[src/rtl/sphere_volume_classifier_core_macros.svh]
// ----------------------------------------------------------------------------
// Assertion macros for the sphere volume classifier
// Concurrent assertion wrappers that compile to nothing under ASSERT_OFF.
// ----------------------------------------------------------------------------
`ifndef SPHERE_VOLUME_CLASSIFIER_CORE_MACROS_SVH
`define SPHERE_VOLUME_CLASSIFIER_CORE_MACROS_SVH

`ifndef ASSERT_OFF
// The property must hold at every rising clock edge outside reset.
`define SVC_ASSERT(lbl, clk, rst, prop) \
   lbl: assert property (@(posedge clk) disable iff (rst) (prop)) \
      else $error("sphere volume classifier assertion failed");
// The expression must never be true at a rising clock edge outside reset.
`define SVC_ASSERT_NEVER(lbl, clk, rst, expr) \
   lbl: assert property (@(posedge clk) disable iff (rst) !(expr)) \
      else $error("sphere volume classifier forbidden condition seen");
`else
`define SVC_ASSERT(lbl, clk, rst, prop)
`define SVC_ASSERT_NEVER(lbl, clk, rst, expr)
`endif

`endif

[src/rtl/svc_pkg.sv]
// ----------------------------------------------------------------------------
// Sphere volume classifier package
// Shared constants, query and verdict codes and the stage flag struct.
// ----------------------------------------------------------------------------
`default_nettype none

package svc_pkg;

   localparam int unsigned COORD_BITS_DEFAULT = 32;
   localparam int unsigned AXIS_COUNT         = 3;
   localparam int unsigned CORNER_COUNT       = 8;
   localparam int unsigned KIND_BITS          = 2;
   localparam int unsigned VERDICT_BITS       = 2;
   localparam int unsigned CSR_INDEX_BITS     = 2;

   // Query kinds.
   localparam logic [KIND_BITS-1:0] KIND_POINT  = 2'd0;
   localparam logic [KIND_BITS-1:0] KIND_SPHERE = 2'd1;
   localparam logic [KIND_BITS-1:0] KIND_BOX    = 2'd2;

   // Verdict codes.
   localparam logic [VERDICT_BITS-1:0] VERDICT_OUTSIDE      = 2'd0;
   localparam logic [VERDICT_BITS-1:0] VERDICT_INTERMEDIATE = 2'd1;
   localparam logic [VERDICT_BITS-1:0] VERDICT_INSIDE       = 2'd2;

   // Configuration register indexes.
   localparam logic [CSR_INDEX_BITS-1:0] CSR_CENTER_X    = 2'd0;
   localparam logic [CSR_INDEX_BITS-1:0] CSR_CENTER_Y    = 2'd1;
   localparam logic [CSR_INDEX_BITS-1:0] CSR_CENTER_Z    = 2'd2;
   localparam logic [CSR_INDEX_BITS-1:0] CSR_CLIP_RADIUS = 2'd3;

   // Per-item status that travels down the pipeline with the data.
   typedef struct packed {
      logic [KIND_BITS-1:0] kind;
      logic                 cube_miss;
      logic                 qr_fits;
   } flags_type;

endpackage

`default_nettype wire

[src/rtl/svc_accum.sv]
// ----------------------------------------------------------------------------
// Classifier stages 3 and 4: corner distance sums
// Adds the squared offsets into the squared distance of each of the eight
// box corners: x plus y in the first stage, z in the second.
// ----------------------------------------------------------------------------
`default_nettype none

module svc_accum #(
   parameter int unsigned COORD_BITS = svc_pkg::COORD_BITS_DEFAULT
) (
   input  wire                                 clock,
   input  wire                                 reset,
   input  wire                                 in_valid,
   output logic                                in_ready,
   input  wire logic [2:0][2*COORD_BITS-1:0]   sq_lo,
   input  wire logic [2:0][2*COORD_BITS-1:0]   sq_hi,
   input  wire logic [2*COORD_BITS-1:0]        rsum2_up,
   input  wire logic [2*COORD_BITS-3:0]        rdiff2_up,
   input  wire logic [2*COORD_BITS-3:0]        rr2_up,
   input  wire svc_pkg::flags_type             flags_up,
   output logic                                out_valid,
   input  wire                                 out_ready,
   output logic [7:0][2*COORD_BITS+1:0]        dist2,
   output logic [2*COORD_BITS-1:0]             rsum2_dn,
   output logic [2*COORD_BITS-3:0]             rdiff2_dn,
   output logic [2*COORD_BITS-3:0]             rr2_dn,
   output svc_pkg::flags_type                  flags_dn
);
   import svc_pkg::*;

   localparam int unsigned SQ_BITS  = 2 * COORD_BITS;
   localparam int unsigned XY_COUNT = CORNER_COUNT / 2;

   // First stage: the four x/y pairings. Index bit 0 picks the x end, bit 1 the y end.
   logic                              xy_valid_ff;
   logic                              xy_valid_in;
   logic                              xy_ready;
   logic                              xy_load;
   logic [XY_COUNT-1:0][SQ_BITS:0]    xy_ff, xy_in;
   logic [1:0][SQ_BITS-1:0]           sqz_ff;
   logic [SQ_BITS-1:0]                rsum2_a_ff;
   logic [SQ_BITS-3:0]                rdiff2_a_ff;
   logic [SQ_BITS-3:0]                rr2_a_ff;
   flags_type                         flags_a_ff;

   // Second stage: full corner distances. Index bit 2 picks the z end.
   logic                                  d_valid_ff;
   logic                                  d_valid_in;
   logic                                  d_load;
   logic [CORNER_COUNT-1:0][SQ_BITS+1:0]  d_ff, d_in;
   logic [SQ_BITS-1:0]                    rsum2_b_ff;
   logic [SQ_BITS-3:0]                    rdiff2_b_ff;
   logic [SQ_BITS-3:0]                    rr2_b_ff;
   flags_type                             flags_b_ff;

   assign xy_ready    = !d_valid_ff || out_ready;
   assign in_ready    = !xy_valid_ff || xy_ready;
   assign xy_load     = in_valid && in_ready;
   assign xy_valid_in = in_ready ? in_valid : xy_valid_ff;
   assign d_load      = xy_valid_ff && xy_ready;
   assign d_valid_in  = xy_ready ? xy_valid_ff : d_valid_ff;

   always_comb begin
      for (int j = 0; j < XY_COUNT; j++) begin
         xy_in[j] = {1'b0, (j[0] ? sq_hi[0] : sq_lo[0])} +
                    {1'b0, (j[1] ? sq_hi[1] : sq_lo[1])};
      end
      for (int k = 0; k < CORNER_COUNT; k++) begin
         d_in[k] = {1'b0, xy_ff[k[1:0]]} + {2'b00, sqz_ff[k[2]]};
      end
   end

   always_ff @(posedge clock) begin
      if (reset) begin
         xy_valid_ff <= 1'b0;
         d_valid_ff  <= 1'b0;
      end else begin
         xy_valid_ff <= xy_valid_in;
         d_valid_ff  <= d_valid_in;
      end
   end

   always_ff @(posedge clock) begin
      if (xy_load) begin
         xy_ff       <= xy_in;
         sqz_ff[0]   <= sq_lo[2];
         sqz_ff[1]   <= sq_hi[2];
         rsum2_a_ff  <= rsum2_up;
         rdiff2_a_ff <= rdiff2_up;
         rr2_a_ff    <= rr2_up;
         flags_a_ff  <= flags_up;
      end
      if (d_load) begin
         d_ff        <= d_in;
         rsum2_b_ff  <= rsum2_a_ff;
         rdiff2_b_ff <= rdiff2_a_ff;
         rr2_b_ff    <= rr2_a_ff;
         flags_b_ff  <= flags_a_ff;
      end
   end

   assign out_valid = d_valid_ff;
   assign dist2     = d_ff;
   assign rsum2_dn  = rsum2_b_ff;
   assign rdiff2_dn = rdiff2_b_ff;
   assign rr2_dn    = rr2_b_ff;
   assign flags_dn  = flags_b_ff;

endmodule

`default_nettype wire

[config.mk]
export PLATFORM = sky130hd
export DESIGN_NAME = svc_accum
export DESIGN_NICKNAME = d
export VERILOG_FILES = /design/src/rtl/sphere_volume_classifier_core_macros.svh /design/src/rtl/svc_pkg.sv /design/src/rtl/svc_accum.sv
export SDC_FILE = /design/constraint.sdc
export NUM_CORES = 2
export LEC_CHECK = 0
export BUFFER_PORTS_ARGS = -buffer_cell sky130_fd_sc_hd__buf_2
export CORE_AREA = 5 5 507 509
export CTS_BUF_LIST = sky130_fd_sc_hd__clkbuf_8
export DETAILED_ROUTE_END_ITERATION = 12
export DIE_AREA = 0 0 512 514
export SETUP_SLACK_MARGIN = 0.05
export SLEW_MARGIN = 20
export SYNTH_ARGS = -nofsm -noshare
export SYNTH_HDL_FRONTEND = slang
export SYNTH_SLANG_ARGS = --single-unit
[constraint.sdc]
create_clock -name clock -period 38.6 [get_ports clock]
set_clock_uncertainty 0.05 [all_clocks]
set_input_delay 1.93 -clock clock [delete_from_list [all_inputs] [get_ports clock]]
set_output_delay 1.93 -clock clock [all_outputs]
set_load 0.005 [all_outputs]
==> reports/results.ini <==
[outcome]
status = complete, no violations

[cells_and_area]
fin_nets = 10440
syn2layout_area_growth_pct = 17.67
drive_above_1_share_pct = 18.60
layout_common_cells = 1301 x buf_2, 1300 x edfxtp_1, 857 x a21oi_1
postLayoutCellArea_um2 = 97830
final_common_cell = buf_2

[timing]
rsz0062_at_grt = no
setup_viol = 0
fin_hold_ws_ns = 0.3614
finalHoldViolations = 0
fmax_ghz = 0.1814
drv_slew = 0
relSlewSlack_pct = 12.28
setup_tns_ns = 0
final.min_clock_period_ns = 5.513
min_period_over_period_pct = 14.28
worst-slew-pin-transition_ns = 1.283

[synth]
synth_ff_type = edfxtp_1
synth-seq-cells = 1302
synth_mux_area_share_pct = 0.07374
ys_seq_area_share_pct = 47.00
syn_nets = 9172
synth_edf_count = 1300
yosysUniqueCellTypes = 95
synth-compound-area-share_pct = 20.12
synthCells = 7812
yosysWarnings = 0
synth_top_family_by_area = compound AO/OA/AOI/OAI gates
avgSynthCellArea_um2 = 10.64
synth_adder_area_share_pct = 11.85
synthesis.area_um2 = 83140
async_flop_share_pct = 0
synthXorXnorAreaFrac_pct = 7.638
synthSimpleGateAreaFrac_pct = 10.97

[route]
vias = 72840
drt_iter0_markers = 7731
antenna_left = 0
vias_per_cell = 5.757
wl_um = 397800
first_pass_iters = 6
detail_route.wl_per_cell_um = 31.44
drc = 0

[power]
peakVddDrop_v = 0.00003684
powerDensity_nw_per_um2 = 51.56
power_leakage_uw = 0.04087

[global_route]
overflow = 0
grt_pass1_vias = 69960
grt_max_degree = 146
grt_pass1_wl_um = 531600
grt_usage_pct = 28.66
antenna_found_initial = 68

[die]
die_w_um = 512
dieArea_um2 = 263200
coreArea_um2 = 252500
io_pins = 1302
row_count = 185
start_util_pct = 32.92
die_height_um = 514

[clock_tree]
numCtsBuffers = 233
post_cts_buffers = 0
cts-root-buf = clkbuf_8
clock_sinks = 1302
cts.htree.levels = 4
ctsHoldBuffers = 0
cts_buffer_depth = 3
cts-resized-gates = 0
cts_tree = done
insertion_delay_ns = 1.05
path_clk_slew_ns = 0.06

[place]
place_congestion = 1.034
hpwl_um = 337800
place_area_um2 = 92970
io_buffer_count = 1301

[setup_path]
path_max_fanout = 4
start_kind = primary input
worstSetupEndpointType = flop
path_cells = buf_2, ha_1, fa_1, a21o_2, a311oi_2, or4b_4, nand2_1, o2111ai_1, nor3b_1, o221ai_1, a21oi_1, o21ai_1, a211oi_1, o21ai_0
cpMaxStageDelayCell = nor3b_1
crit_required_ns = 39.34
critical_path_class = primary input to flop
cp.arrival_ns = 6.25
critPathMaxStageDelay_ns = 0.81

[job]
drv_cap = 0

[hold_path]
hp-class = flop to flop

Yosys cell counts, drive strengths merged, types with 127 or more instances:
cell type | count | area [um2]
edfxtp | 1300 | 39040
nand2 | 537 | 2016
nor2 | 432 | 1629
ha | 768 | 9609
xor2 | 274 | 2400
nand4 | 213 | 1333
o21bai | 154 | 1156
xnor2 | 451 | 3950
inv | 213 | 799.5
nor3 | 127 | 635.6
nand3 | 150 | 750.7
clkbuf | 283 | 1062
a21o | 521 | 3913
a21oi | 858 | 4298
o21ai | 450 | 2263
path summary, 6_finish.rpt:
check / endpoint / startpoint / slack [ns] / cells after the start
min reg2reg: rdiff2_dn[51] / rdiff2_a_ff[51] / 0.36 / 0
min: rdiff2_dn[51] / rdiff2_a_ff[51] / 0.36 / 0
max reg2reg: dist2[256] / sqz_ff[1] / 33.13 / 13
max: xy_ff[259] / sq_hi[0] / 33.09 / 14
registers in the layout, summed over array words and instances, names as in the netlist:
signal and cells:
rdiff2_dn 62, rsum2_a_ff 64, flags_a_ff 4, sqz_ff 128, rr2_dn 62, rr2_a_ff 62, out_valid 1, flags_dn 4
xy_ff 260, rsum2_dn 64, rdiff2_a_ff 62, dist2 528, xy_valid_ff 1
per-stage QoR:
stage	instances	power, uW	util [%]	setup WS [ns]
after floorplan	7812	2954	-	2.940
after global placement	12210	3677	36.82	31.85
after detailed placement	12210	3683	36.82	31.87
after CTS	12640	5054	38.72	33.01
after global routing	12640	5258	38.73	32.82
final	12650	5044	38.74	33.09
per-layer routing:
layer  GRT usage [%]  part of all wire (%)
met1           38.62                    42
met2           44.64                    44
met3           4.591                   8.4
met4           14.55                   6.0
met5               0                 0.015
power breakdown:
part,total (uW),internal [uW],switching (uW)
logic,1700,596,1110
registers,1990,1800,190
clock network,1350,710,643
critical path, delay by kind of cell:
family	cells	cell delay [ns]
buffers and inverters	1	0.11
AOI/OAI and AO/OA	8	2.40
adders and majority gates	2	0.62
and+or+nand+nor	3	1.18
logic make-up after synthesis:
| family | count (synthesis) |
|---|---|
| adder cells (fa/ha/maj) | 780 |
| AO/OA/AOI/OAI | 2612 |
| buffers and inverters | 515 |
| XOR/XNOR | 725 |
| AND/OR/NAND/NOR | 1872 |
| flip-flops | 1302 |
| multiplexers | 6 |
layout make-up:
| class | count | area [um2] |
|---|---|---|
| Timing Repair Buffer | 1333 | 6764 |
| Clock buffer | 236 | 3248 |
| Inverter | 213 | 799.5 |
| Multi-Input combinational cell | 5995 | 42140 |
| Clock inverter | 192 | 1548 |
| Fill cell | 24960 | 154700 |
| Tap cell | 3366 | 4212 |
| Antenna cell | 16 | 40.04 |
| Sequential cell | 1302 | 39080 |
(Power assumes the default switching activity.)
