==> src/rtl/sphere_volume_classifier_core_macros.svh <==
// ----------------------------------------------------------------------------
// Assertion macros for the sphere volume classifier
// Concurrent assertion wrappers that compile to nothing under ASSERT_OFF.
// ----------------------------------------------------------------------------
`ifndef SPHERE_VOLUME_CLASSIFIER_CORE_MACROS_SVH
`define SPHERE_VOLUME_CLASSIFIER_CORE_MACROS_SVH

`ifndef ASSERT_OFF
// The property must hold at every rising clock edge outside reset.
`define SVC_ASSERT(lbl, clk, rst, prop) \
   lbl: assert property (@(posedge clk) disable iff (rst) (prop)) \
      else $error("sphere volume classifier assertion failed");
// The expression must never be true at a rising clock edge outside reset.
`define SVC_ASSERT_NEVER(lbl, clk, rst, expr) \
   lbl: assert property (@(posedge clk) disable iff (rst) !(expr)) \
      else $error("sphere volume classifier forbidden condition seen");
`else
`define SVC_ASSERT(lbl, clk, rst, prop)
`define SVC_ASSERT_NEVER(lbl, clk, rst, expr)
`endif

`endif

==> src/rtl/svc_pkg.sv <==
// ----------------------------------------------------------------------------
// Sphere volume classifier package
// Shared constants, query and verdict codes and the stage flag struct.
// ----------------------------------------------------------------------------
`default_nettype none

package svc_pkg;

   localparam int unsigned COORD_BITS_DEFAULT = 32;
   localparam int unsigned AXIS_COUNT         = 3;
   localparam int unsigned CORNER_COUNT       = 8;
   localparam int unsigned KIND_BITS          = 2;
   localparam int unsigned VERDICT_BITS       = 2;
   localparam int unsigned CSR_INDEX_BITS     = 2;

   // Query kinds.
   localparam logic [KIND_BITS-1:0] KIND_POINT  = 2'd0;
   localparam logic [KIND_BITS-1:0] KIND_SPHERE = 2'd1;
   localparam logic [KIND_BITS-1:0] KIND_BOX    = 2'd2;

   // Verdict codes.
   localparam logic [VERDICT_BITS-1:0] VERDICT_OUTSIDE      = 2'd0;
   localparam logic [VERDICT_BITS-1:0] VERDICT_INTERMEDIATE = 2'd1;
   localparam logic [VERDICT_BITS-1:0] VERDICT_INSIDE       = 2'd2;

   // Configuration register indexes.
   localparam logic [CSR_INDEX_BITS-1:0] CSR_CENTER_X    = 2'd0;
   localparam logic [CSR_INDEX_BITS-1:0] CSR_CENTER_Y    = 2'd1;
   localparam logic [CSR_INDEX_BITS-1:0] CSR_CENTER_Z    = 2'd2;
   localparam logic [CSR_INDEX_BITS-1:0] CSR_CLIP_RADIUS = 2'd3;

   // Per-item status that travels down the pipeline with the data.
   typedef struct packed {
      logic [KIND_BITS-1:0] kind;
      logic                 cube_miss;
      logic                 qr_fits;
   } flags_type;

endpackage

`default_nettype wire

==> src/rtl/svc_channel_if.sv <==
// ----------------------------------------------------------------------------
// Sphere volume classifier channels
// Query and verdict channels with a valid/ready handshake.
// ----------------------------------------------------------------------------
`default_nettype none

interface svc_req_if #(
   parameter int unsigned COORD_BITS = svc_pkg::COORD_BITS_DEFAULT
);
   logic                               valid;
   logic                               ready;
   logic [svc_pkg::KIND_BITS-1:0]      req_type;
   logic signed [COORD_BITS-1:0]       ax;
   logic signed [COORD_BITS-1:0]       ay;
   logic signed [COORD_BITS-1:0]       az;
   logic signed [COORD_BITS-1:0]       bx;
   logic signed [COORD_BITS-1:0]       by;
   logic signed [COORD_BITS-1:0]       bz;
   logic [COORD_BITS-2:0]              query_radius;

   modport source (
      output valid, req_type, ax, ay, az, bx, by, bz, query_radius,
      input  ready
   );
   modport sink (
      input  valid, req_type, ax, ay, az, bx, by, bz, query_radius,
      output ready
   );
endinterface


`default_nettype wire

==> src/rtl/svc_delta.sv <==
// ----------------------------------------------------------------------------
// Classifier stage 1: offsets and bounding cube test
// Takes a query item, forms absolute offsets from the sphere center for
// both box corners, the radius sum and difference, and the cube overlap test.
// ----------------------------------------------------------------------------
`default_nettype none

module svc_delta #(
   parameter int unsigned COORD_BITS = svc_pkg::COORD_BITS_DEFAULT
) (
   input  wire                                   clock,
   input  wire                                   reset,
   svc_req_if.sink                               req,
   input  wire logic signed [COORD_BITS-1:0]     center_x,
   input  wire logic signed [COORD_BITS-1:0]     center_y,
   input  wire logic signed [COORD_BITS-1:0]     center_z,
   input  wire logic [COORD_BITS-2:0]            clip_radius,
   output logic                                  out_valid,
   input  wire                                   out_ready,
   output logic [2:0][COORD_BITS-1:0]            dist_lo,
   output logic [2:0][COORD_BITS-1:0]            dist_hi,
   output logic [COORD_BITS-1:0]                 rsum,
   output logic [COORD_BITS-2:0]                 rdiff,
   output svc_pkg::flags_type                    flags
);
   import svc_pkg::*;

   function automatic logic [COORD_BITS-1:0] abs_diff(
      input logic signed [COORD_BITS-1:0] a,
      input logic signed [COORD_BITS-1:0] b
   );
      logic [COORD_BITS:0] d;
      logic [COORD_BITS:0] m;
      d = {a[COORD_BITS-1], a} - {b[COORD_BITS-1], b};
      m = d[COORD_BITS] ? (~d + 1'b1) : d;
      // The magnitude of a difference of two coordinates fits the coordinate width.
      return m[COORD_BITS-1:0];
   endfunction

   logic                          valid_ff;
   logic                          valid_in;
   logic                          load;
   logic [2:0][COORD_BITS-1:0]    dist_lo_ff, dist_lo_in;
   logic [2:0][COORD_BITS-1:0]    dist_hi_ff, dist_hi_in;
   logic [COORD_BITS-1:0]         rsum_ff, rsum_in;
   logic [COORD_BITS-2:0]         rdiff_ff, rdiff_in;
   flags_type                     flags_ff, flags_in;

   logic signed [COORD_BITS-1:0]  lo_c [AXIS_COUNT];
   logic signed [COORD_BITS-1:0]  hi_c [AXIS_COUNT];
   logic signed [COORD_BITS-1:0]  ctr  [AXIS_COUNT];
   logic signed [COORD_BITS:0]    r_ext;
   logic signed [COORD_BITS:0]    c_ext;
   logic signed [COORD_BITS:0]    upper;
   logic signed [COORD_BITS:0]    lower;
   logic [AXIS_COUNT-1:0]         axis_miss;

   assign req.ready = !valid_ff || out_ready;
   assign load      = req.valid && req.ready;
   assign valid_in  = req.ready ? req.valid : valid_ff;

   always_comb begin
      lo_c[0] = req.ax;
      lo_c[1] = req.ay;
      lo_c[2] = req.az;
      hi_c[0] = req.bx;
      hi_c[1] = req.by;
      hi_c[2] = req.bz;
      ctr[0]  = center_x;
      ctr[1]  = center_y;
      ctr[2]  = center_z;
      r_ext   = {2'b00, clip_radius};
      c_ext   = '0;
      upper   = '0;
      lower   = '0;
      for (int i = 0; i < AXIS_COUNT; i++) begin
         dist_lo_in[i] = abs_diff(lo_c[i], ctr[i]);
         dist_hi_in[i] = abs_diff(hi_c[i], ctr[i]);
         c_ext         = {ctr[i][COORD_BITS-1], ctr[i]};
         upper         = c_ext + r_ext;
         lower         = c_ext - r_ext;
         axis_miss[i]  = (upper < $signed({lo_c[i][COORD_BITS-1], lo_c[i]})) ||
                         (lower > $signed({hi_c[i][COORD_BITS-1], hi_c[i]}));
      end
      rsum_in            = {1'b0, clip_radius} + {1'b0, req.query_radius};
      flags_in.kind      = req.req_type;
      flags_in.cube_miss = |axis_miss;
      flags_in.qr_fits   = (req.query_radius <= clip_radius);
      rdiff_in           = flags_in.qr_fits ? (clip_radius - req.query_radius) : '0;
   end

   always_ff @(posedge clock) begin
      if (reset) begin
         valid_ff <= 1'b0;
      end else begin
         valid_ff <= valid_in;
      end
   end

   always_ff @(posedge clock) begin
      if (load) begin
         dist_lo_ff <= dist_lo_in;
         dist_hi_ff <= dist_hi_in;
         rsum_ff    <= rsum_in;
         rdiff_ff   <= rdiff_in;
         flags_ff   <= flags_in;
      end
   end

   assign out_valid = valid_ff;
   assign dist_lo   = dist_lo_ff;
   assign dist_hi   = dist_hi_ff;
   assign rsum      = rsum_ff;
   assign rdiff     = rdiff_ff;
   assign flags     = flags_ff;

endmodule

`default_nettype wire

==> src/flat_wrapper.sv <==
// flat-port wrapper written by rule: the top's interface ports become plain ports
module svc_delta_flat import svc_pkg::*;
#(
   parameter int unsigned COORD_BITS = svc_pkg::COORD_BITS_DEFAULT
)
  (clock, reset, center_x, center_y, center_z, clip_radius, out_valid, out_ready, dist_lo, dist_hi, rsum, rdiff, flags, req_valid, req_req_type, req_ax, req_ay, req_az, req_bx, req_by, req_bz, req_query_radius, req_ready);
  svc_req_if #(.COORD_BITS(COORD_BITS)) req_i ();
  input  wire clock;
  input  wire reset;
  input  wire logic signed [COORD_BITS-1:0] center_x;
  input  wire logic signed [COORD_BITS-1:0] center_y;
  input  wire logic signed [COORD_BITS-1:0] center_z;
  input  wire logic [COORD_BITS-2:0] clip_radius;
  output logic out_valid;
  input  wire out_ready;
  output logic [2:0][COORD_BITS-1:0] dist_lo;
  output logic [2:0][COORD_BITS-1:0] dist_hi;
  output logic [COORD_BITS-1:0] rsum;
  output logic [COORD_BITS-2:0] rdiff;
  output svc_pkg::flags_type flags;
  input wire logic [$bits(req_i.valid)-1:0] req_valid;
  input wire logic [$bits(req_i.req_type)-1:0] req_req_type;
  input wire logic [$bits(req_i.ax)-1:0] req_ax;
  input wire logic [$bits(req_i.ay)-1:0] req_ay;
  input wire logic [$bits(req_i.az)-1:0] req_az;
  input wire logic [$bits(req_i.bx)-1:0] req_bx;
  input wire logic [$bits(req_i.by)-1:0] req_by;
  input wire logic [$bits(req_i.bz)-1:0] req_bz;
  input wire logic [$bits(req_i.query_radius)-1:0] req_query_radius;
  output wire logic [$bits(req_i.ready)-1:0] req_ready;
  assign req_i.valid = req_valid;
  assign req_i.req_type = req_req_type;
  assign req_i.ax = req_ax;
  assign req_i.ay = req_ay;
  assign req_i.az = req_az;
  assign req_i.bx = req_bx;
  assign req_i.by = req_by;
  assign req_i.bz = req_bz;
  assign req_i.query_radius = req_query_radius;
  assign req_ready = req_i.ready;
  svc_delta #(.COORD_BITS(COORD_BITS)) u_core (.clock(clock), .reset(reset), .req(req_i), .center_x(center_x), .center_y(center_y), .center_z(center_z), .clip_radius(clip_radius), .out_valid(out_valid), .out_ready(out_ready), .dist_lo(dist_lo), .dist_hi(dist_hi), .rsum(rsum), .rdiff(rdiff), .flags(flags));
endmodule
==> config.mk <==
export PLATFORM = sky130hd
export DESIGN_NAME = svc_delta_flat
export DESIGN_NICKNAME = d
export VERILOG_FILES = /design/src/rtl/sphere_volume_classifier_core_macros.svh /design/src/rtl/svc_pkg.sv /design/src/rtl/svc_channel_if.sv /design/src/rtl/svc_delta.sv /design/src/flat_wrapper.sv
export SDC_FILE = /design/constraint.sdc
export NUM_CORES = 2
export LEC_CHECK = 0
export BUFFER_PORTS_ARGS = -buffer_cell sky130_fd_sc_hd__buf_2
export CAP_MARGIN = 20
export CORE_MARGIN = 4
export CORE_UTILIZATION = 45
export CTS_BUF_LIST = sky130_fd_sc_hd__clkbuf_16
export CTS_CLUSTER_DIAMETER = 120
export DETAILED_ROUTE_END_ITERATION = 7
export GPL_ROUTABILITY_DRIVEN = 0
export PLACE_DENSITY = 0.63
export SYNTH_ARGS = -nofsm -noshare
export SYNTH_HDL_FRONTEND = slang
export SYNTH_SLANG_ARGS = --single-unit
==> constraint.sdc <==
create_clock -name clock -period 12 [get_ports clock]
set_input_delay 0.6 -clock clock [delete_from_list [all_inputs] [get_ports clock]]
set_output_delay 0.6 -clock clock [all_outputs]
set_load 0.05 [all_outputs]
==> impl_metrics.ini <==
[grt]
grt_pass1_wl_mm = 221
first_global_vias = 36900
antenna_found_initial = 50
grt_usage_pct = 30.7
grt_max_degree = 130
overflow = 0

[die]
pin_count = 617
die_w_um = 304
design.die.area_um2 = 92600
initial_core_util_pct = 45.5
die_height_um = 304
core_um2 = 86900
placementRows = 108

[power_and_ir_drop]
vdd_ir_drop_max_mv = 0.121
fin_total_pwr_mw = 5.32
cellPowerDensity_nw_per_um2 = 119
leakage_nw = 21.1

[timing]
rsz0062_at_grt = false
fmax_ghz = 0.159
fin_crit_ps = 6270
worst_pin_slew_ps = 1160
clock_skew_ps = 36.2
post-route-period-util_pct = 52.3
finalMaxSlewViolations = 0
setup_violations = 0
tns_ps = 0
finalHoldViolations = 0
max_slew_margin_pct = 20.9

[clock_network]
clock-root-buffer = clkbuf_16
h-tree-depth = 1
post_cts_resized = 0
clkTransAtPathRegs_ps = 70
holdBufCountCts = 0
cts_setup_buffers = 0
cts_tree = yes
clkSinkCount = 260
numCtsBuffers = 31
clk_path_buf_depth = 3
clock_latency_ps = 640

[yosys]
synthArstFlopShare_pct = 0
synthCells = 4955
ys.warnings.count = 0
ys_types = 84
syn_area_um2 = 39500
synth_nets = 5966
synth-edff-count = 259
synthFlopType = edfxtp_1
synth.ff_latch_count = 260
seq_area_frac_synth_pct = 19.7
syn_area_per_cell_um2 = 7.98

[min_path]
holdCritStartpoint = reset
hold_class = input pin to flop
min_to = u_core.out_valid$_SDFFE_PP0N_
min_delay_path_depth = 2

[detailed_routing]
drt-total-wl_mm = 150
vias = 38900
dr.pass1.iters = 5
wl_per_cell_um = 22.5
vias_per_cell = 5.81
dr.first_iter.drc_count = 3291
drtAntennaViolNets = 0
drc_errors = 0

[worst_setup_path]
required_ps = 12380
critPathTopFamily = compound AO/OA/AOI/OAI gates
r2r_start = u_core.out_valid$_SDFFE_PP0N_
r2r_end = u_core.dist_hi[87]$_DFFE_PP_
rrSetupSlack_ps = 9530
slowest_stage = a2111oi_0
cp_common_cell = o21ai_0
critPathKind = input pin to flop
cpPeakStageDelay_ps = 920
start_kind = input pin
crit_buf_inv = 2
r2r_cells = 3
critPathCaptureType = flop
cp.arrival_ps = 6650
path_max_fanout = 10

[final_layout]
post-route-util_pct = 51.6
area_growth_pct = 13.4
drive_gt1_share_pct = 13.4
final_net_count = 6494
fill_cells = 8598

[placed_design]
place_hpwl_mm = 128
numPortBuffers = 616

[run_status]
status = finished, final reports clean

[flow_run]
maxCapViolations = 0
-- worst max-delay path by stage --
stage	startpoint	to	slack, ps	cells after the start
2_1_floorplan	out_ready	u_core.dist_hi[0]$_DFFE_PP_	4340	2
3_3_place_gp	clip_radius[1]	u_core.flags[1]$_DFFE_PP_	5120	27
3_5_place_dp	clip_radius[1]	u_core.flags[1]$_DFFE_PP_	5140	26
4_1_cts	clip_radius[1]	u_core.flags[1]$_DFFE_PP_	5810	26
5_1_grt	clip_radius[1]	u_core.flags[1]$_DFFE_PP_	5210	27
6_report	clip_radius[1]	u_core.flags[1]$_DFFE_PP_	5730	26
-- synthesized netlist by cell type, types with 103 or more instances --
cell type | number | area, µm²
o21ai_0 | 271 | 1360
a21oi_1 | 465 | 2330
clkbuf_1 | 129 | 484
inv_1 | 568 | 2130
edfxtp_1 | 259 | 7780
nor2_1 | 408 | 1530
nand2_1 | 223 | 837
nand3_1 | 103 | 515
xor2_1 | 153 | 1340
ha_1 | 641 | 8020
nor3_1 | 123 | 616
xnor2_1 | 386 | 3380
a21o_1 | 195 | 1460
-- kinds of logic (layout without fill, tap and decap cells) --
group	count (synthesis)	after routing	synth area share [%]
other	0	33	0
AND/OR/NAND/NOR	1339	1339	16.9
adder cells (fa/ha/maj)	655	655	21.0
flip-flops	260	260	19.7
XOR/XNOR	539	539	11.9
AO/OA/AOI/OAI	1441	1441	23.3
multiplexers	18	18	0.478
buffers and inverters	703	1256	6.69
-- routing by layer --
| layer | vias up | routed length, µm | track usage [%] |
|---|---|---|---|
| met5 | - | 156 | 0 |
| met4 | 24 | 8750 | 15.9 |
| met3 | 346 | 12900 | 6.38 |
| met2 | 1645 | 67900 | 50.2 |
| met1 | 18100 | 60800 | 38.1 |
| li1 | 18800 | - | - |
-- flip-flops by register name (all words and copies together) (netlist names) --
register	flops
u_core.rdiff	31
u_core.flags	4
u_core.dist_hi	96
u_core.dist_lo	96
u_core.rsum	32
u_core.out_valid	1
-- per-stage QoR --
step / instances / worst slack (ps) / hold WS, ps / cell area (µm²)
after global placement: 6605 / 5120 / 508 / 43700
after CTS: 6663 / 5810 / 67.1 / 44700
after floorplan: 4955 / 4340 / 669 / 39500
after detailed placement: 6605 / 5140 / 532 / 43700
after global routing: 6683 / 5210 / 96.1 / 44800
final: 6696 / 5730 / 107 / 44800
-- power by group --
group	total (mW)	internal (mW)	switching (mW)
combinational	3.06	1.03	2.03
sequential	1.27	1.23	0.0426
clock	0.984	0.577	0.407
total	5.32	2.84	2.48
-- cells in the final DEF (no fill, tap or decap), types with 70 or more instances in the layout --
cell      Yosys  final
nand2_1     223    223
edfxtp_1    259    259
xnor2_1     386    386
o21ai_0     271    271
buf_2         2    616
nor2_1      408    408
o21bai_1     70     70
xor2_1      153    153
nand3_1     103    103
a21oi_1     465    465
a21o_1      195    195
nor3_1      123    123
ha_1        641    641
nand2b_1     77     77
inv_1       568    573
nor2b_1      77     77
-- final cells by class --
| type | count | area, µm² | area share [%] |
|---|---|---|---|
| Clock inverter | 27 | 275 | 0.614 |
| Clock buffer | 31 | 776 | 1.73 |
| Sequential cell | 260 | 7800 | 17.4 |
| Timing Repair Buffer | 630 | 3200 | 7.14 |
| Multi-Input combinational cell | 3992 | 29100 | 64.9 |
| Antenna cell | 33 | 82.6 | 0.184 |
| Inverter | 568 | 2130 | 4.76 |
| Tap cell | 1155 | 1450 | 3.22 |
(Power assumes the default switching activity.)
