<file path="src/rtl/sphere_volume_classifier_core_macros.svh">
// ----------------------------------------------------------------------------
// Assertion macros for the sphere volume classifier
// Concurrent assertion wrappers that compile to nothing under ASSERT_OFF.
// ----------------------------------------------------------------------------
`ifndef SPHERE_VOLUME_CLASSIFIER_CORE_MACROS_SVH
`define SPHERE_VOLUME_CLASSIFIER_CORE_MACROS_SVH

`ifndef ASSERT_OFF
// The property must hold at every rising clock edge outside reset.
`define SVC_ASSERT(lbl, clk, rst, prop) \
   lbl: assert property (@(posedge clk) disable iff (rst) (prop)) \
      else $error("sphere volume classifier assertion failed");
// The expression must never be true at a rising clock edge outside reset.
`define SVC_ASSERT_NEVER(lbl, clk, rst, expr) \
   lbl: assert property (@(posedge clk) disable iff (rst) !(expr)) \
      else $error("sphere volume classifier forbidden condition seen");
`else
`define SVC_ASSERT(lbl, clk, rst, prop)
`define SVC_ASSERT_NEVER(lbl, clk, rst, expr)
`endif

`endif

</file>
<file path="src/rtl/svc_pkg.sv">
// ----------------------------------------------------------------------------
// Sphere volume classifier package
// Shared constants, query and verdict codes and the stage flag struct.
// ----------------------------------------------------------------------------
`default_nettype none

package svc_pkg;

   localparam int unsigned COORD_BITS_DEFAULT = 32;
   localparam int unsigned AXIS_COUNT         = 3;
   localparam int unsigned CORNER_COUNT       = 8;
   localparam int unsigned KIND_BITS          = 2;
   localparam int unsigned VERDICT_BITS       = 2;
   localparam int unsigned CSR_INDEX_BITS     = 2;

   // Query kinds.
   localparam logic [KIND_BITS-1:0] KIND_POINT  = 2'd0;
   localparam logic [KIND_BITS-1:0] KIND_SPHERE = 2'd1;
   localparam logic [KIND_BITS-1:0] KIND_BOX    = 2'd2;

   // Verdict codes.
   localparam logic [VERDICT_BITS-1:0] VERDICT_OUTSIDE      = 2'd0;
   localparam logic [VERDICT_BITS-1:0] VERDICT_INTERMEDIATE = 2'd1;
   localparam logic [VERDICT_BITS-1:0] VERDICT_INSIDE       = 2'd2;

   // Configuration register indexes.
   localparam logic [CSR_INDEX_BITS-1:0] CSR_CENTER_X    = 2'd0;
   localparam logic [CSR_INDEX_BITS-1:0] CSR_CENTER_Y    = 2'd1;
   localparam logic [CSR_INDEX_BITS-1:0] CSR_CENTER_Z    = 2'd2;
   localparam logic [CSR_INDEX_BITS-1:0] CSR_CLIP_RADIUS = 2'd3;

   // Per-item status that travels down the pipeline with the data.
   typedef struct packed {
      logic [KIND_BITS-1:0] kind;
      logic                 cube_miss;
      logic                 qr_fits;
   } flags_type;

endpackage

`default_nettype wire

</file>
<file path="src/rtl/svc_channel_if.sv">
// ----------------------------------------------------------------------------
// Sphere volume classifier channels
// Query and verdict channels with a valid/ready handshake.
// ----------------------------------------------------------------------------
`default_nettype none


interface svc_rsp_if;
   logic                             valid;
   logic                             ready;
   logic [svc_pkg::VERDICT_BITS-1:0] verdict;

   modport source (
      output valid, verdict,
      input  ready
   );
   modport sink (
      input  valid, verdict,
      output ready
   );
endinterface

`default_nettype wire

</file>
<file path="src/rtl/svc_judge.sv">
// ----------------------------------------------------------------------------
// Classifier stage 5: verdict
// Compares the squared distances with the radius terms, picks the verdict
// for the query kind and holds it in the output register.
// ----------------------------------------------------------------------------
`default_nettype none

module svc_judge #(
   parameter int unsigned COORD_BITS = svc_pkg::COORD_BITS_DEFAULT
) (
   input  wire                                 clock,
   input  wire                                 reset,
   input  wire                                 in_valid,
   output logic                                in_ready,
   input  wire logic [7:0][2*COORD_BITS+1:0]   dist2,
   input  wire logic [2*COORD_BITS-1:0]        rsum2,
   input  wire logic [2*COORD_BITS-3:0]        rdiff2,
   input  wire logic [2*COORD_BITS-3:0]        rr2,
   input  wire svc_pkg::flags_type             flags,
   svc_rsp_if.source                           rsp
);
   import svc_pkg::*;

   localparam int unsigned D_BITS = 2 * COORD_BITS + 2;

   logic                        valid_ff;
   logic                        valid_in;
   logic                        load;
   logic [VERDICT_BITS-1:0]     verdict_ff;
   logic [VERDICT_BITS-1:0]     verdict_in;
   logic [D_BITS-1:0]           rr2_ext;
   logic [D_BITS-1:0]           rsum2_ext;
   logic [D_BITS-1:0]           rdiff2_ext;
   logic [CORNER_COUNT-1:0]     corner_out;

   assign in_ready = !valid_ff || rsp.ready;
   assign load     = in_valid && in_ready;
   assign valid_in = in_ready ? in_valid : valid_ff;

   always_comb begin
      rr2_ext    = {4'b0000, rr2};
      rsum2_ext  = {2'b00, rsum2};
      rdiff2_ext = {4'b0000, rdiff2};
      for (int k = 0; k < CORNER_COUNT; k++) begin
         corner_out[k] = dist2[k] > rr2_ext;
      end
      // Corner zero is the point itself, or the query sphere's center.
      case (flags.kind)
         KIND_POINT: begin
            verdict_in = corner_out[0] ? VERDICT_OUTSIDE : VERDICT_INSIDE;
         end
         KIND_SPHERE: begin
            if (dist2[0] > rsum2_ext) begin
               verdict_in = VERDICT_OUTSIDE;
            end else if (flags.qr_fits && (dist2[0] <= rdiff2_ext)) begin
               verdict_in = VERDICT_INSIDE;
            end else begin
               verdict_in = VERDICT_INTERMEDIATE;
            end
         end
         KIND_BOX: begin
            if (flags.cube_miss) begin
               verdict_in = VERDICT_OUTSIDE;
            end else if (|corner_out) begin
               verdict_in = VERDICT_INTERMEDIATE;
            end else begin
               verdict_in = VERDICT_INSIDE;
            end
         end
         default: begin
            verdict_in = VERDICT_OUTSIDE;
         end
      endcase
   end

   always_ff @(posedge clock) begin
      if (reset) begin
         valid_ff <= 1'b0;
      end else begin
         valid_ff <= valid_in;
      end
   end

   always_ff @(posedge clock) begin
      if (load) begin
         verdict_ff <= verdict_in;
      end
   end

   assign rsp.valid   = valid_ff;
   assign rsp.verdict = verdict_ff;

endmodule

`default_nettype wire

</file>
<file path="src/flat_wrapper.sv">
// flat-port wrapper written by rule: the top's interface ports become plain ports
module svc_judge_flat import svc_pkg::*;
#(
   parameter int unsigned COORD_BITS = svc_pkg::COORD_BITS_DEFAULT
)
  (clock, reset, in_valid, in_ready, dist2, rsum2, rdiff2, rr2, flags, rsp_valid, rsp_verdict, rsp_ready);
  svc_rsp_if rsp_i ();
  input  wire clock;
  input  wire reset;
  input  wire in_valid;
  output logic in_ready;
  input  wire logic [7:0][2*COORD_BITS+1:0] dist2;
  input  wire logic [2*COORD_BITS-1:0] rsum2;
  input  wire logic [2*COORD_BITS-3:0] rdiff2;
  input  wire logic [2*COORD_BITS-3:0] rr2;
  input  wire svc_pkg::flags_type flags;
  output wire logic [$bits(rsp_i.valid)-1:0] rsp_valid;
  output wire logic [$bits(rsp_i.verdict)-1:0] rsp_verdict;
  input wire logic [$bits(rsp_i.ready)-1:0] rsp_ready;
  assign rsp_valid = rsp_i.valid;
  assign rsp_verdict = rsp_i.verdict;
  assign rsp_i.ready = rsp_ready;
  svc_judge #(.COORD_BITS(COORD_BITS)) u_core (.clock(clock), .reset(reset), .in_valid(in_valid), .in_ready(in_ready), .dist2(dist2), .rsum2(rsum2), .rdiff2(rdiff2), .rr2(rr2), .flags(flags), .rsp(rsp_i));
endmodule
</file>
<file path="config.mk">
export PLATFORM = sky130hd
export DESIGN_NAME = svc_judge_flat
export DESIGN_NICKNAME = d
export VERILOG_FILES = /design/src/rtl/sphere_volume_classifier_core_macros.svh /design/src/rtl/svc_pkg.sv /design/src/rtl/svc_channel_if.sv /design/src/rtl/svc_judge.sv /design/src/flat_wrapper.sv
export SDC_FILE = /design/constraint.sdc
export NUM_CORES = 1
export LEC_CHECK = 0
export BUFFER_PORTS_ARGS = -buffer_cell sky130_fd_sc_hd__buf_2
export CORE_AREA = 2 2 282 284
export CTS_CLUSTER_SIZE = 8
export DETAILED_ROUTE_END_ITERATION = 16
export DIE_AREA = 0 0 284 286
export GPL_TIMING_DRIVEN = 0
export SETUP_SLACK_MARGIN = 0.02
export SLEW_MARGIN = 40
export SYNTH_ARGS = -nofsm -noshare
export SYNTH_HDL_FRONTEND = slang
export SYNTH_SLANG_ARGS = --single-unit
</file>
<file path="constraint.sdc">
create_clock -name clock -period 3.9 [get_ports clock]
set_input_delay 0.585 -clock clock [delete_from_list [all_inputs] [get_ports clock]]
set_output_delay 0.585 -clock clock [all_outputs]
set_load 0.02 [all_outputs]
</file>
==> impl_summary.log, run 1 <==
INFO  metric fp.dieH = 286 um
INFO  metric setup-violations-final = 0
INFO  metric layout.cells.most_common_list = buf_2 (729), ha_1 (620), a21oi_1 (220), inv_1 (172), nand4_1 (144)
INFO  metric clkLatencyLatePin = 0.23 ns
INFO  metric combinationalPowerShare = 91.3%
INFO  metric synth.yosys.seq_area_share = 0.557%
INFO  metric share_seq_of_total_power = 1.6%
INFO  metric layout_commonest_cell = buf_2
INFO  metric tightestPinTransition = 0.772 ns
INFO  metric power_frac_clock = 7.1%
INFO  metric ys_async_sr_fraction = 0%
INFO  metric ant_nets = 0
INFO  metric ys_dominant_reg_cell = edfxtp_1
INFO  metric max-slew-margin-rel = 48.0%
INFO  metric result_of_the_run = finished clean
INFO  metric area_overhead_vs_synth = 47.7%
INFO  metric final_layout_size_suffix_gt1_share = 35.7%
INFO  metric cellLeakagePower = 11.6 nW
INFO  metric power_per_cell_area = 111 mW/mm2
INFO  metric final_core_utilization = 27.1%
INFO  metric vias_per_std_cell = 4.73
INFO  metric grt_first_pass_wirelength = 117000 um
INFO  metric core-area = 0.0784 mm2
INFO  metric starting_density_of_the_core = 18.4%
INFO  metric post_synth_instance_area = 0.0144 mm2
INFO  metric syn_warnings = 0
INFO  metric critical_path.endpoint_type = flop
INFO  metric crit_path_start_kind = input pin
INFO  metric port-buffer-count = 727
INFO  metric min-delay-path-class = input pin to flop
INFO  metric final-hold-violation-count = 0
INFO  metric dpl.hpwl = 75400 um
INFO  metric switching_share = 51.6%
INFO  metric post_synth_edffs = 2
INFO  metric grt.overflow.total = 0
INFO  metric gpl.final_weighted_congestion = 0.962
INFO  metric globalRouteTotalUtil = 19.7%
INFO  metric synth-seq-cells = 3
INFO  metric yosysUniqueCellTypes = 61
INFO  metric path_max_fanout = 8
INFO  metric maxCapViolCount = 0
INFO  metric internal_power = 1.14 mW
INFO  metric crit_arrival = 3.75 ns
INFO  metric syn-mean-instance-area = 7.88 um2
INFO  metric fp-row-count = 103
INFO  metric final_max_slew_viols = 0
INFO  metric setup_ws = 0.118 ns
INFO  metric fill_cells = 8705
INFO  metric via_count = 17.7k
INFO  metric layout_worst_path_cycle_share = 97.0%
INFO  metric vdd_ir_drop_max = 0.0000730 V
INFO  metric htree_num_levels = 1
INFO  metric final_critical_path_required_period = 3.78 ns
INFO  metric initialDrtViolationCount = 609
INFO  metric timing.critical_path.required = 3.87 ns
INFO  metric nets = 4024
INFO  metric totalPowerFinal = 2.36 mW
INFO  metric synth.net_count = 3170
INFO  metric top_level_ports = 728
INFO  metric die_w = 284 um
INFO  metric tritoncts.num_buffers = 3
INFO  metric grt_max_degree = 9
INFO  metric die_area = 0.0812 mm2
INFO  metric dr.pass1.iters = 7
INFO  metric fmaxAchievable = 264 MHz
INFO  metric finalClockSkew = 0.00166 ns
INFO  metric cts_tree = yes
INFO  metric cts_root_buffer = clkbuf_16
INFO  metric tritoncts_num_sinks = 3
INFO  metric post_drt_wl_per_cell = 22.8 um
INFO  metric placement.setup.worst_slack = -1.24 ns
INFO  metric maximum_buffer_depth_of_the_clock_tree = 2
INFO  metric drt_wl_total = 84900 um
INFO  metric clk_pin_slew = 0.03 ns
INFO  metric first_global_vias = 17.4k
INFO  metric ctsHoldBuffers = 0
INFO  metric post-route-drc-count = 0
INFO  metric crit_type = input pin to flop
INFO  metric synth_cells = 1824
INFO  metric grt_antenna_before_repair = 26
INFO  metric switchingPower = 1.22 mW
==> metrics by stage <==
step           cell area [um2]  hold WS, ns  std cells   TNS, ns
2_1_floorplan            14400        0.654       1824         0
3_5_place_dp             19600        0.717       3608     -2.45
6_report                 21200        0.581       3732         0
5_1_grt                  21200        0.575       3729  -0.00301
4_1_cts                  20600        0.575       3676  -0.00755
3_3_place_gp             19300        0.698       3601     -5.68
==> worst max-delay path: stages <==
cell,delay (ns)
buf_2,0.09
inv_1,0.34
ha_1,0.34
a21oi_1,0.14
o21ai_0,0.24
a221oi_1,0.49
o41ai_1,0.22
o21ai_2,0.27
nand3_2,0.13
a2111oi_4,0.30
nand4_1,0.14
buf_6,0.16
a32o_2,0.29
==> synth_stat cells (5+ instances only) <==
cell / count / share of area [%]
nor3_1: 28 / 0.97
a21boi_0: 8 / 0.42
a221oi_1: 13 / 0.79
or4_1: 8 / 0.42
inv_1: 215 / 5.6
o211ai_1: 7 / 0.37
nand2_1: 108 / 2.8
a2111oi_0: 5 / 0.30
nor4_1: 33 / 1.4
ha_1: 622 / 54
nor2b_1: 7 / 0.30
a211oi_1: 33 / 1.7
nor2_1: 60 / 1.6
nand3_1: 61 / 2.1
a21oi_1: 221 / 7.7
o41ai_1: 6 / 0.37
a21o_1: 100 / 5.2
nand4_1: 144 / 6.3
o21ai_1: 5 / 0.17
o21ai_0: 61 / 2.1
o31ai_1: 9 / 0.47
==> cell type report <==
type,count,area [um2],area share (%)
well taps,1050,1310,6.19
multi-input cells,1606,14000,65.8
diodes,5,12.5,0.0589
clock buffers,4,78.8,0.371
inverters,215,968,4.56
repair buffers,849,4820,22.7
flip-flops and latches,3,80.1,0.377
==> path summary, 6_finish.rpt <==
check	start	endpoint	slack, ns	cells after the start
max reg2reg	u_core.rsp.valid$_SDFFE_PP0N_	u_core.rsp.verdict[1]$_DFFE_PP_	2.90	2
max	rr2[39]	u_core.rsp.verdict[0]$_DFFE_PP_	0.12	13
min	reset	u_core.rsp.valid$_SDFFE_PP0N_	0.58	2
min reg2reg	u_core.rsp.valid$_SDFFE_PP0N_	u_core.rsp.valid$_SDFFE_PP0N_	0.72	2
==> registers in the layout, summed over array words and instances (netlist names) <==
signal / count
u_core.rsp.verdict: 2
u_core.rsp.valid: 1
==> logic make-up (layout without fill, tap and decap cells) <==
family	count (synthesis)	count (layout)	synth area share, %
flip-flops	3	3	0.557
AO/OA/AOI/OAI	503	503	21.9
other	0	5	0
buffers and inverters	215	1068	5.61
AND/OR/NAND/NOR	481	481	17.8
adder cells (fa/ha/maj)	622	622	54.1
==> power groups by stage <==
stage | clock [mW] | combinational [mW] | sequential, mW
6_report | 0.167 | 2.15 | 0.0371
5_1_grt | 0.170 | 2.43 | 0.0373
4_1_cts | 0.167 | 2.09 | 0.0372
3_5_place_dp | 0 | 1.97 | 0.0376
3_3_place_gp | 0 | 1.92 | 0.0375
2_1_floorplan | 0 | 1.05 | 0.0399
==> timing repair <==
action,in CTS,in global routing
endpoints found under the setup margin,2,2
pin swaps,15,17
hold endpoints to repair,0,0
setup buffers,64,51
resized for setup,53,39
==> per-layer routing <==
layer	wire length [um]	part of all wire [%]	GRT usage [%]
met5	165	0.19	0
met3	4860	5.7	3.31
met2	41100	48	35.6
met4	2750	3.2	5.95
met1	36000	42	23.9
(Power assumes the default switching activity.)
==> run 2: changes to the inputs <==
--- a/config.mk
+++ b/config.mk
@@ -5,13 +5,15 @@
 export SDC_FILE = /design/constraint.sdc
 export NUM_CORES = 1
 export LEC_CHECK = 0
+export ABC_AREA = 1
 export BUFFER_PORTS_ARGS = -buffer_cell sky130_fd_sc_hd__buf_2
-export CORE_AREA = 2 2 282 284
+export CORE_AREA = 2 2 280 282
 export CTS_CLUSTER_SIZE = 8
 export DETAILED_ROUTE_END_ITERATION = 16
-export DIE_AREA = 0 0 284 286
+export DIE_AREA = 0 0 282 284
 export GPL_TIMING_DRIVEN = 0
 export SETUP_SLACK_MARGIN = 0.02
+export SKIP_CTS_REPAIR_TIMING = 1
 export SLEW_MARGIN = 40
 export SYNTH_ARGS = -nofsm -noshare
 export SYNTH_HDL_FRONTEND = slang
==> constraint.sdc (replaced) <==
create_clock -name clock -period 3.9 [get_ports clock]
set_input_delay 0.585 -clock clock [delete_from_list [all_inputs] [get_ports clock]]
set_output_delay 0.585 -clock clock [all_outputs]
set_load 0.05 [all_outputs]
==> impl_summary.log, run 2 <==
INFO  metric result_of_the_run = finished clean (unchanged)
INFO  metric slowest_delay = 0.54 ns (was 0.49 ns)
INFO  metric vdd_ir_drop_max = 0.000255 V (was 0.0000730 V)
INFO  metric htree_num_levels = 1 (unchanged)
INFO  metric crit_path_start_kind = input pin (unchanged)
INFO  metric gpl.final_weighted_congestion = 0.955 (was 0.962)
INFO  metric crit_path_cell_trace = buf_2 > inv_1 > ha_1 > a21oi_1 > o21a_1 > nand2_1 > a21oi_1 > nand2_1 > nand2_1 > nand2_1 > nand2_1 > nand2_1 > nor2_1 > nand2_1 > nand2_1 > nand2_1 (was buf_2 > inv_1 > ha_1 > a21oi_1 > o21ai_0 > a221oi_1 > o41ai_1 > o21ai_2 > nand3_2 > a2111oi_4 > nand4_1 > buf_6 > a32o_2)
INFO  metric final.setup.tns = 0 ns (unchanged)
INFO  metric path_max_fanout = 8 (unchanged)
INFO  metric post-synth-top-area-fraction = 48.7% (was 54.1%)
INFO  metric power_per_cell_area = 109 mW/mm2 (was 111 mW/mm2)
INFO  metric synth_cells = 2523 (was 1824)
INFO  metric nets = 4601 (was 4024)
INFO  metric numPlacedInstances = 4290 (was 3608)
INFO  metric clkLatencyLatePin = 0.23 ns (about the same)
INFO  metric yosys.cell_count.top_type = nand2_1 (was ha_1)
INFO  metric synth_largest_area_cell = ha_1 (unchanged)
INFO  metric finalClockSkew = 0.00243 ns (was 0.00166 ns)
INFO  metric ys_async_sr_fraction = 0% (unchanged)
INFO  metric post_synth_instance_area = 0.0160 mm2 (was 0.0144 mm2)
INFO  metric crit_type = input pin to flop (unchanged)
INFO  metric yosysUniqueCellTypes = 33 (was 61)
INFO  metric tritoncts.num_buffers = 3 (unchanged)
INFO  metric fp.dieH = 284 um (was 286 um)
INFO  metric final_layout_size_suffix_gt1_share = 23.4% (was 35.7%)
INFO  metric top_level_ports = 728 (unchanged)
INFO  metric library_cell_appearing_most_often_on_the_critical_path = nand2_1
INFO  metric crit_arrival = 3.41 ns (was 3.75 ns)
INFO  metric dpl.hpwl = 77300 um (was 75400 um)
INFO  metric cellLeakagePower = 12.7 nW (was 11.6 nW)
INFO  metric post_synth_edffs = 2 (unchanged)
INFO  metric port-buffer-count = 727 (unchanged)
INFO  metric cts_tree = yes (unchanged)
INFO  metric maximum_buffer_depth_of_the_clock_tree = 2 (unchanged)
INFO  metric layout.cells.most_common_list = nand2_1 (728), buf_2 (727), ha_1 (622), inv_1 (364), a21oi_1 (258) (was buf_2 (729), ha_1 (620), a21oi_1 (220), inv_1 (172), nand4_1 (144))
INFO  metric setup_repair_after_global_routing_missed_its_margin = no
INFO  metric fmaxAchievable = 289 MHz (was 264 MHz)
INFO  metric min-delay-path-class = flop to flop (was input pin to flop)
INFO  metric critical_path.endpoint_type = flop (unchanged)
INFO  metric tightestPinTransition = 0.962 ns (was 0.772 ns)
INFO  metric dr.pass1.iters = 7 (unchanged)
INFO  metric ys_dominant_reg_cell = edfxtp_1 (unchanged)
INFO  metric drt_wl_total = 83700 um (was 84900 um)
INFO  metric post_drt_wl_per_cell = 19.5 um (was 22.8 um)
INFO  metric cp_slowest_cell = a21oi_1 (was a221oi_1)
INFO  metric clk_pin_slew = 0.03 ns (about the same)
INFO  metric starting_density_of_the_core = 20.8% (was 18.4%)
INFO  metric die_w = 282 um (was 284 um)
INFO  metric synth.yosys.seq_area_share = 0.501% (was 0.557%)
INFO  metric post-route-drc-count = 0 (unchanged)
INFO  metric yosys-top-cells-count = nand2_1 (728), ha_1 (622), inv_1 (367) (was ha_1 (622), a21oi_1 (221), inv_1 (215))
INFO  metric syn_warnings = 0 (unchanged)
INFO  metric final_critical_path_required_period = 3.46 ns (was 3.78 ns)
INFO  metric max-slew-margin-rel = 35.3% (was 48.0%)
INFO  metric layout_commonest_cell = nand2_1 (was buf_2)
INFO  metric timing.critical_path.required = 3.85 ns (was 3.87 ns)
INFO  metric area_overhead_vs_synth = 31.6% (was 47.7%)
INFO  metric final_core_utilization = 27.3% (was 27.1%)
INFO  metric final-hold-violation-count = 0 (unchanged)
INFO  metric maxCapViolCount = 0 (unchanged)
INFO  metric post_synth_main_area_contributors = ha_1 (49%), nand2_1 (17%), inv_1 (8.6%), a21oi_1 (8.1%), nor2_1 (6.0%) (was ha_1 (54%), a21oi_1 (7.7%), nand4_1 (6.3%), inv_1 (5.6%), a21o_1 (5.2%))
INFO  metric worst_hold_slack = 0.497 ns (was 0.581 ns)
INFO  metric core-area = 0.0770 mm2 (was 0.0784 mm2)
INFO  metric via_count = 18.9k (was 17.7k)
INFO  metric tritoncts_num_sinks = 3 (unchanged)
INFO  metric synth.net_count = 3869 (was 3170)
INFO  metric vias_per_std_cell = 4.38 (was 4.73)
INFO  metric syn-mean-instance-area = 6.34 um2 (was 7.88 um2)
INFO  metric initialDrtViolationCount = 752 (was 609)
INFO  metric die_area = 0.0801 mm2 (was 0.0812 mm2)
INFO  metric setup-violations-final = 0 (unchanged)
INFO  metric totalPowerFinal = 2.29 mW (was 2.36 mW)
INFO  metric globalRouteTotalUtil = 20.1% (was 19.7%)
INFO  metric layout_worst_path_cycle_share = 88.6% (was 97.0%)
INFO  metric grt_first_pass_wirelength = 116000 um (was 117000 um)
INFO  metric grt_max_degree = 9 (unchanged)
INFO  metric instances_no_fill = 4303 (was 3732)
INFO  metric grt.overflow.total = 0 (unchanged)
INFO  metric first_global_vias = 18.3k (was 17.4k)
INFO  metric grt_antenna_before_repair = 29 (was 26)
INFO  metric synth-seq-cells = 3 (unchanged)
INFO  metric largest_register_ffs = 2 (unchanged)
INFO  metric fp-row-count = 102 (was 103)
INFO  metric final_max_slew_viols = 0 (unchanged)
INFO  metric ant_nets = 0 (unchanged)
INFO  metric cts_root_buffer = clkbuf_16 (unchanged)
-- run 2: worst paths after layout --
check	endpoint	slack (ns)	startpoint	cells after the start
max	u_core.rsp.verdict[0]$_DFFE_PP_	0.44	rr2[33]	16
min	u_core.rsp.valid$_SDFFE_PP0N_	0.50	u_core.rsp.valid$_SDFFE_PP0N_	2
max reg2reg	u_core.rsp.verdict[0]$_DFFE_PP_	3.03	u_core.rsp.valid$_SDFFE_PP0N_	1
min reg2reg	u_core.rsp.valid$_SDFFE_PP0N_	0.50	u_core.rsp.valid$_SDFFE_PP0N_	2
-- run 2: final cells by class --
type,instances,area (um2)
Antenna cell,9,22.5
Clock buffer,4,78.8
Fill cell,8791,55900
Inverter,374,1400
Multi-Input combinational cell,2146,14500
Sequential cell,3,80.1
Tap cell,1040,1300
Timing Repair Buffer,727,3640
-- run 2: layer usage --
metal	up-vias	global-route usage [%]	wire length (um)
li1	9916	-	-
met1	8203	24.3	36000
met2	601	36.8	41000
met3	111	2.91	4610
met4	24	4.61	1960
met5	-	0	143
-- run 2: through the flow --
step                instance area, um2  worst slack [ns]
global route                     21000             0.110
CTS                              21000             0.253
global placement                 20900            -0.222
finish                           21000             0.443
detailed placement               20900            0.0220
floorplan                        16000              1.64
-- run 2: kinds of logic (layout without fill, tap and decap cells) --
kind of cell	Yosys count	after routing	share of synthesized area [%]
compound gates	367	367	12.5
flops	3	3	0.501
simple gates	1157	1157	29.6
other cells	0	9	0
fa+ha+maj	622	622	48.7
buf+inv	374	1105	8.78
-- run 2: power by group --
group | internal (mW) | switching (mW) | total, mW | leakage [nW]
clock | 0.135 | 0.0326 | 0.168 | 0.0382
combinational | 0.862 | 1.22 | 2.08 | 12.6
sequential | 0.0363 | 0.000853 | 0.0372 | 0.0283
total | 1.03 | 1.25 | 2.29 | 12.7
-- run 2: critical path: cells and delay by family --
| family | cells | cell delay, ns |
|---|---|---|
| simple gates | 10 | 1.06 |
| compound gates | 3 | 0.83 |
| buf+inv | 2 | 0.54 |
| fa+ha+maj | 1 | 0.36 |
==> run 3: changes to the inputs <==
--- a/config.mk
+++ b/config.mk
@@ -11,7 +11,7 @@
 export CTS_CLUSTER_SIZE = 8
 export DETAILED_ROUTE_END_ITERATION = 16
 export DIE_AREA = 0 0 282 284
-export GPL_TIMING_DRIVEN = 0
+export GPL_TIMING_DRIVEN = 1
 export SETUP_SLACK_MARGIN = 0.02
 export SKIP_CTS_REPAIR_TIMING = 1
 export SLEW_MARGIN = 40
==> impl_summary.log, run 3 (synthesis results as in run 2) <==
INFO  metric result_of_the_run = finished clean (unchanged)
INFO  metric layout_worst_path_cycle_share = 76.4% (was 88.6%)
INFO  metric final_critical_path_required_period = 2.98 ns (was 3.46 ns)
INFO  metric setup_repair_after_global_routing_missed_its_margin = no (unchanged)
INFO  metric core-area = 0.0770 mm2 (unchanged)
INFO  metric setup-violations-final = 0 (unchanged)
INFO  metric crit_arrival = 2.95 ns (was 3.41 ns)
INFO  metric dpl.hpwl = 81000 um (was 77300 um)
INFO  metric initialDrtViolationCount = 679 (was 752)
INFO  metric grt.overflow.total = 0 (unchanged)
INFO  metric worst_hold_slack = 0.484 ns (was 0.497 ns)
INFO  metric totalPowerFinal = 2.29 mW (about the same)
INFO  metric port-buffer-count = 727 (unchanged)
INFO  metric detailed_place.area = 0.0210 mm2 (was 0.0209 mm2)
INFO  metric vias_per_std_cell = 4.39 (was 4.38)
INFO  metric min-delay-path-class = input pin to flop (was flop to flop)
INFO  metric placement.setup.worst_slack = 0.376 ns (was 0.0220 ns)
INFO  metric fp.dieH = 284 um (unchanged)
INFO  metric starting_density_of_the_core = 20.8% (unchanged)
INFO  metric grt_max_degree = 9 (unchanged)
INFO  metric final.setup.tns = 0 ns (unchanged)
INFO  metric post_drt_wl_per_cell = 20.0 um (was 19.5 um)
INFO  metric nets = 4616 (was 4601)
INFO  metric maximum_buffer_depth_of_the_clock_tree = 2 (unchanged)
INFO  metric grt_antenna_before_repair = 67 (was 29)
INFO  metric post-route-drc-count = 0 (unchanged)
INFO  metric regArea = 80.1 um2 (unchanged)
INFO  metric finalClockSkew = 0.0202 ns (was 0.00243 ns)
INFO  metric first_global_vias = 18.6k (was 18.3k)
INFO  metric setup_ws = 0.922 ns (was 0.443 ns)
INFO  metric drt_wl_total = 86500 um (was 83700 um)
INFO  metric dr.pass1.iters = 5 (was 7)
INFO  metric design_area = 0.0212 mm2 (was 0.0210 mm2)
INFO  metric area_overhead_vs_synth = 32.3% (was 31.6%)
INFO  metric timing.critical_path.required = 3.88 ns (was 3.85 ns)
INFO  metric tritoncts_num_sinks = 3 (unchanged)
INFO  metric tightestPinTransition = 0.714 ns (was 0.962 ns)
INFO  metric multi_input_comb_area = 0.0145 mm2 (about the same)
INFO  metric cts_root_buffer = clkbuf_16 (unchanged)
INFO  metric layout_commonest_cell = nand2_1 (unchanged)
INFO  metric crit_path_start_kind = input pin (unchanged)
INFO  metric top_level_ports = 728 (unchanged)
INFO  metric numPlacedInstances = 4305 (was 4290)
INFO  metric globalRouteTotalUtil = 20.8% (was 20.1%)
INFO  metric worstHoldPathCells = 2 (unchanged)
INFO  metric maxCapViolCount = 0 (unchanged)
INFO  metric vdd_ir_drop_max = 0.0000847 V (was 0.000255 V)
INFO  metric instances_no_fill = 4325 (was 4303)
INFO  metric crit_type = input pin to flop (unchanged)
INFO  metric final_core_utilization = 27.5% (was 27.3%)
INFO  metric fp-row-count = 102 (unchanged)
INFO  metric via_count = 19.0k (was 18.9k)
INFO  metric die_area = 0.0801 mm2 (unchanged)
INFO  metric final_layout_size_suffix_gt1_share = 23.6% (was 23.4%)
INFO  metric path_max_fanout = 6 (was 8)
INFO  metric gpl.final_weighted_congestion = 0.946 (was 0.955)
INFO  metric clk_pin_slew = 0.05 ns (was 0.03 ns)
INFO  metric power_per_cell_area = 108 mW/mm2 (was 109 mW/mm2)
INFO  metric htree_num_levels = 1 (unchanged)
INFO  metric final-hold-violation-count = 0 (unchanged)
INFO  metric largest_register_ffs = 2 (unchanged)
INFO  metric reg2reg_depth = 1 (unchanged)
INFO  metric final_max_slew_viols = 0 (unchanged)
INFO  metric die_w = 282 um (unchanged)
INFO  metric fmaxAchievable = 336 MHz (was 289 MHz)
INFO  metric clkLatencyLatePin = 0.24 ns (was 0.23 ns)
INFO  metric cellLeakagePower = 12.7 nW (about the same)
INFO  metric grt_first_pass_wirelength = 120000 um (was 116000 um)
INFO  metric layout.cells.most_common_list = nand2_1 (728), buf_2 (727), ha_1 (622), inv_1 (367), a21oi_1 (258) (was nand2_1 (728), buf_2 (727), ha_1 (622), inv_1 (364), a21oi_1 (258))
INFO  metric fill_cells = 8788 (was 8791)
INFO  metric critical_path.endpoint_type = flop (unchanged)
INFO  metric tritoncts.num_buffers = 3 (unchanged)
INFO  metric cts_tree = yes (unchanged)
INFO  metric ant_nets = 0 (unchanged)
INFO  metric max-slew-margin-rel = 52.0% (was 35.3%)
[run 3: worst max-delay path: stages]
cell	delay, ns
buf_2	0.08
inv_1	0.17
buf_4	0.22
ha_1	0.29
nand2_1	0.07
nor2_2	0.16
nand2_2	0.09
nor2_4	0.26
nand4_1	0.24
or2_0	0.27
nand2_1	0.13
nand2_1	0.08
nor2_2	0.12
nand2_1	0.06
nand2_1	0.06
nand2_1	0.05
[run 3: final timing paths]
path	startpoint	to	slack [ns]
worst min register to register	u_core.rsp.valid$_SDFFE_PP0N_	u_core.rsp.valid$_SDFFE_PP0N_	0.52
worst max-delay path	rr2[31]	u_core.rsp.verdict[0]$_DFFE_PP_	0.92
worst min-delay path	reset	u_core.rsp.valid$_SDFFE_PP0N_	0.48
worst max register to register	u_core.rsp.valid$_SDFFE_PP0N_	u_core.rsp.verdict[0]$_DFFE_PP_	2.72
[run 3: area by class of cell]
type | count | area share (%)
antenna | 16 | 0.189
multi-input combinational | 2146 | 68.6
timing repair buffer | 742 | 17.7
inverter | 374 | 6.63
clock buffer | 4 | 0.372
sequential | 3 | 0.378
tap | 1040 | 6.15
[run 3: power breakdown]
group,internal (mW),switching [mW],total (mW)
clock,0.137,0.0460,0.183
sequential,0.0363,0.00238,0.0387
combinational,0.867,1.20,2.06
[run 3: routing by layer]
metal	global-route usage, %	up-vias	routed length, um
li1	-	9961	-
met1	24.0	8265	35800
met2	39.1	571	43100
met3	4.88	127	5890
met4	2.98	72	1260
met5	0	-	463
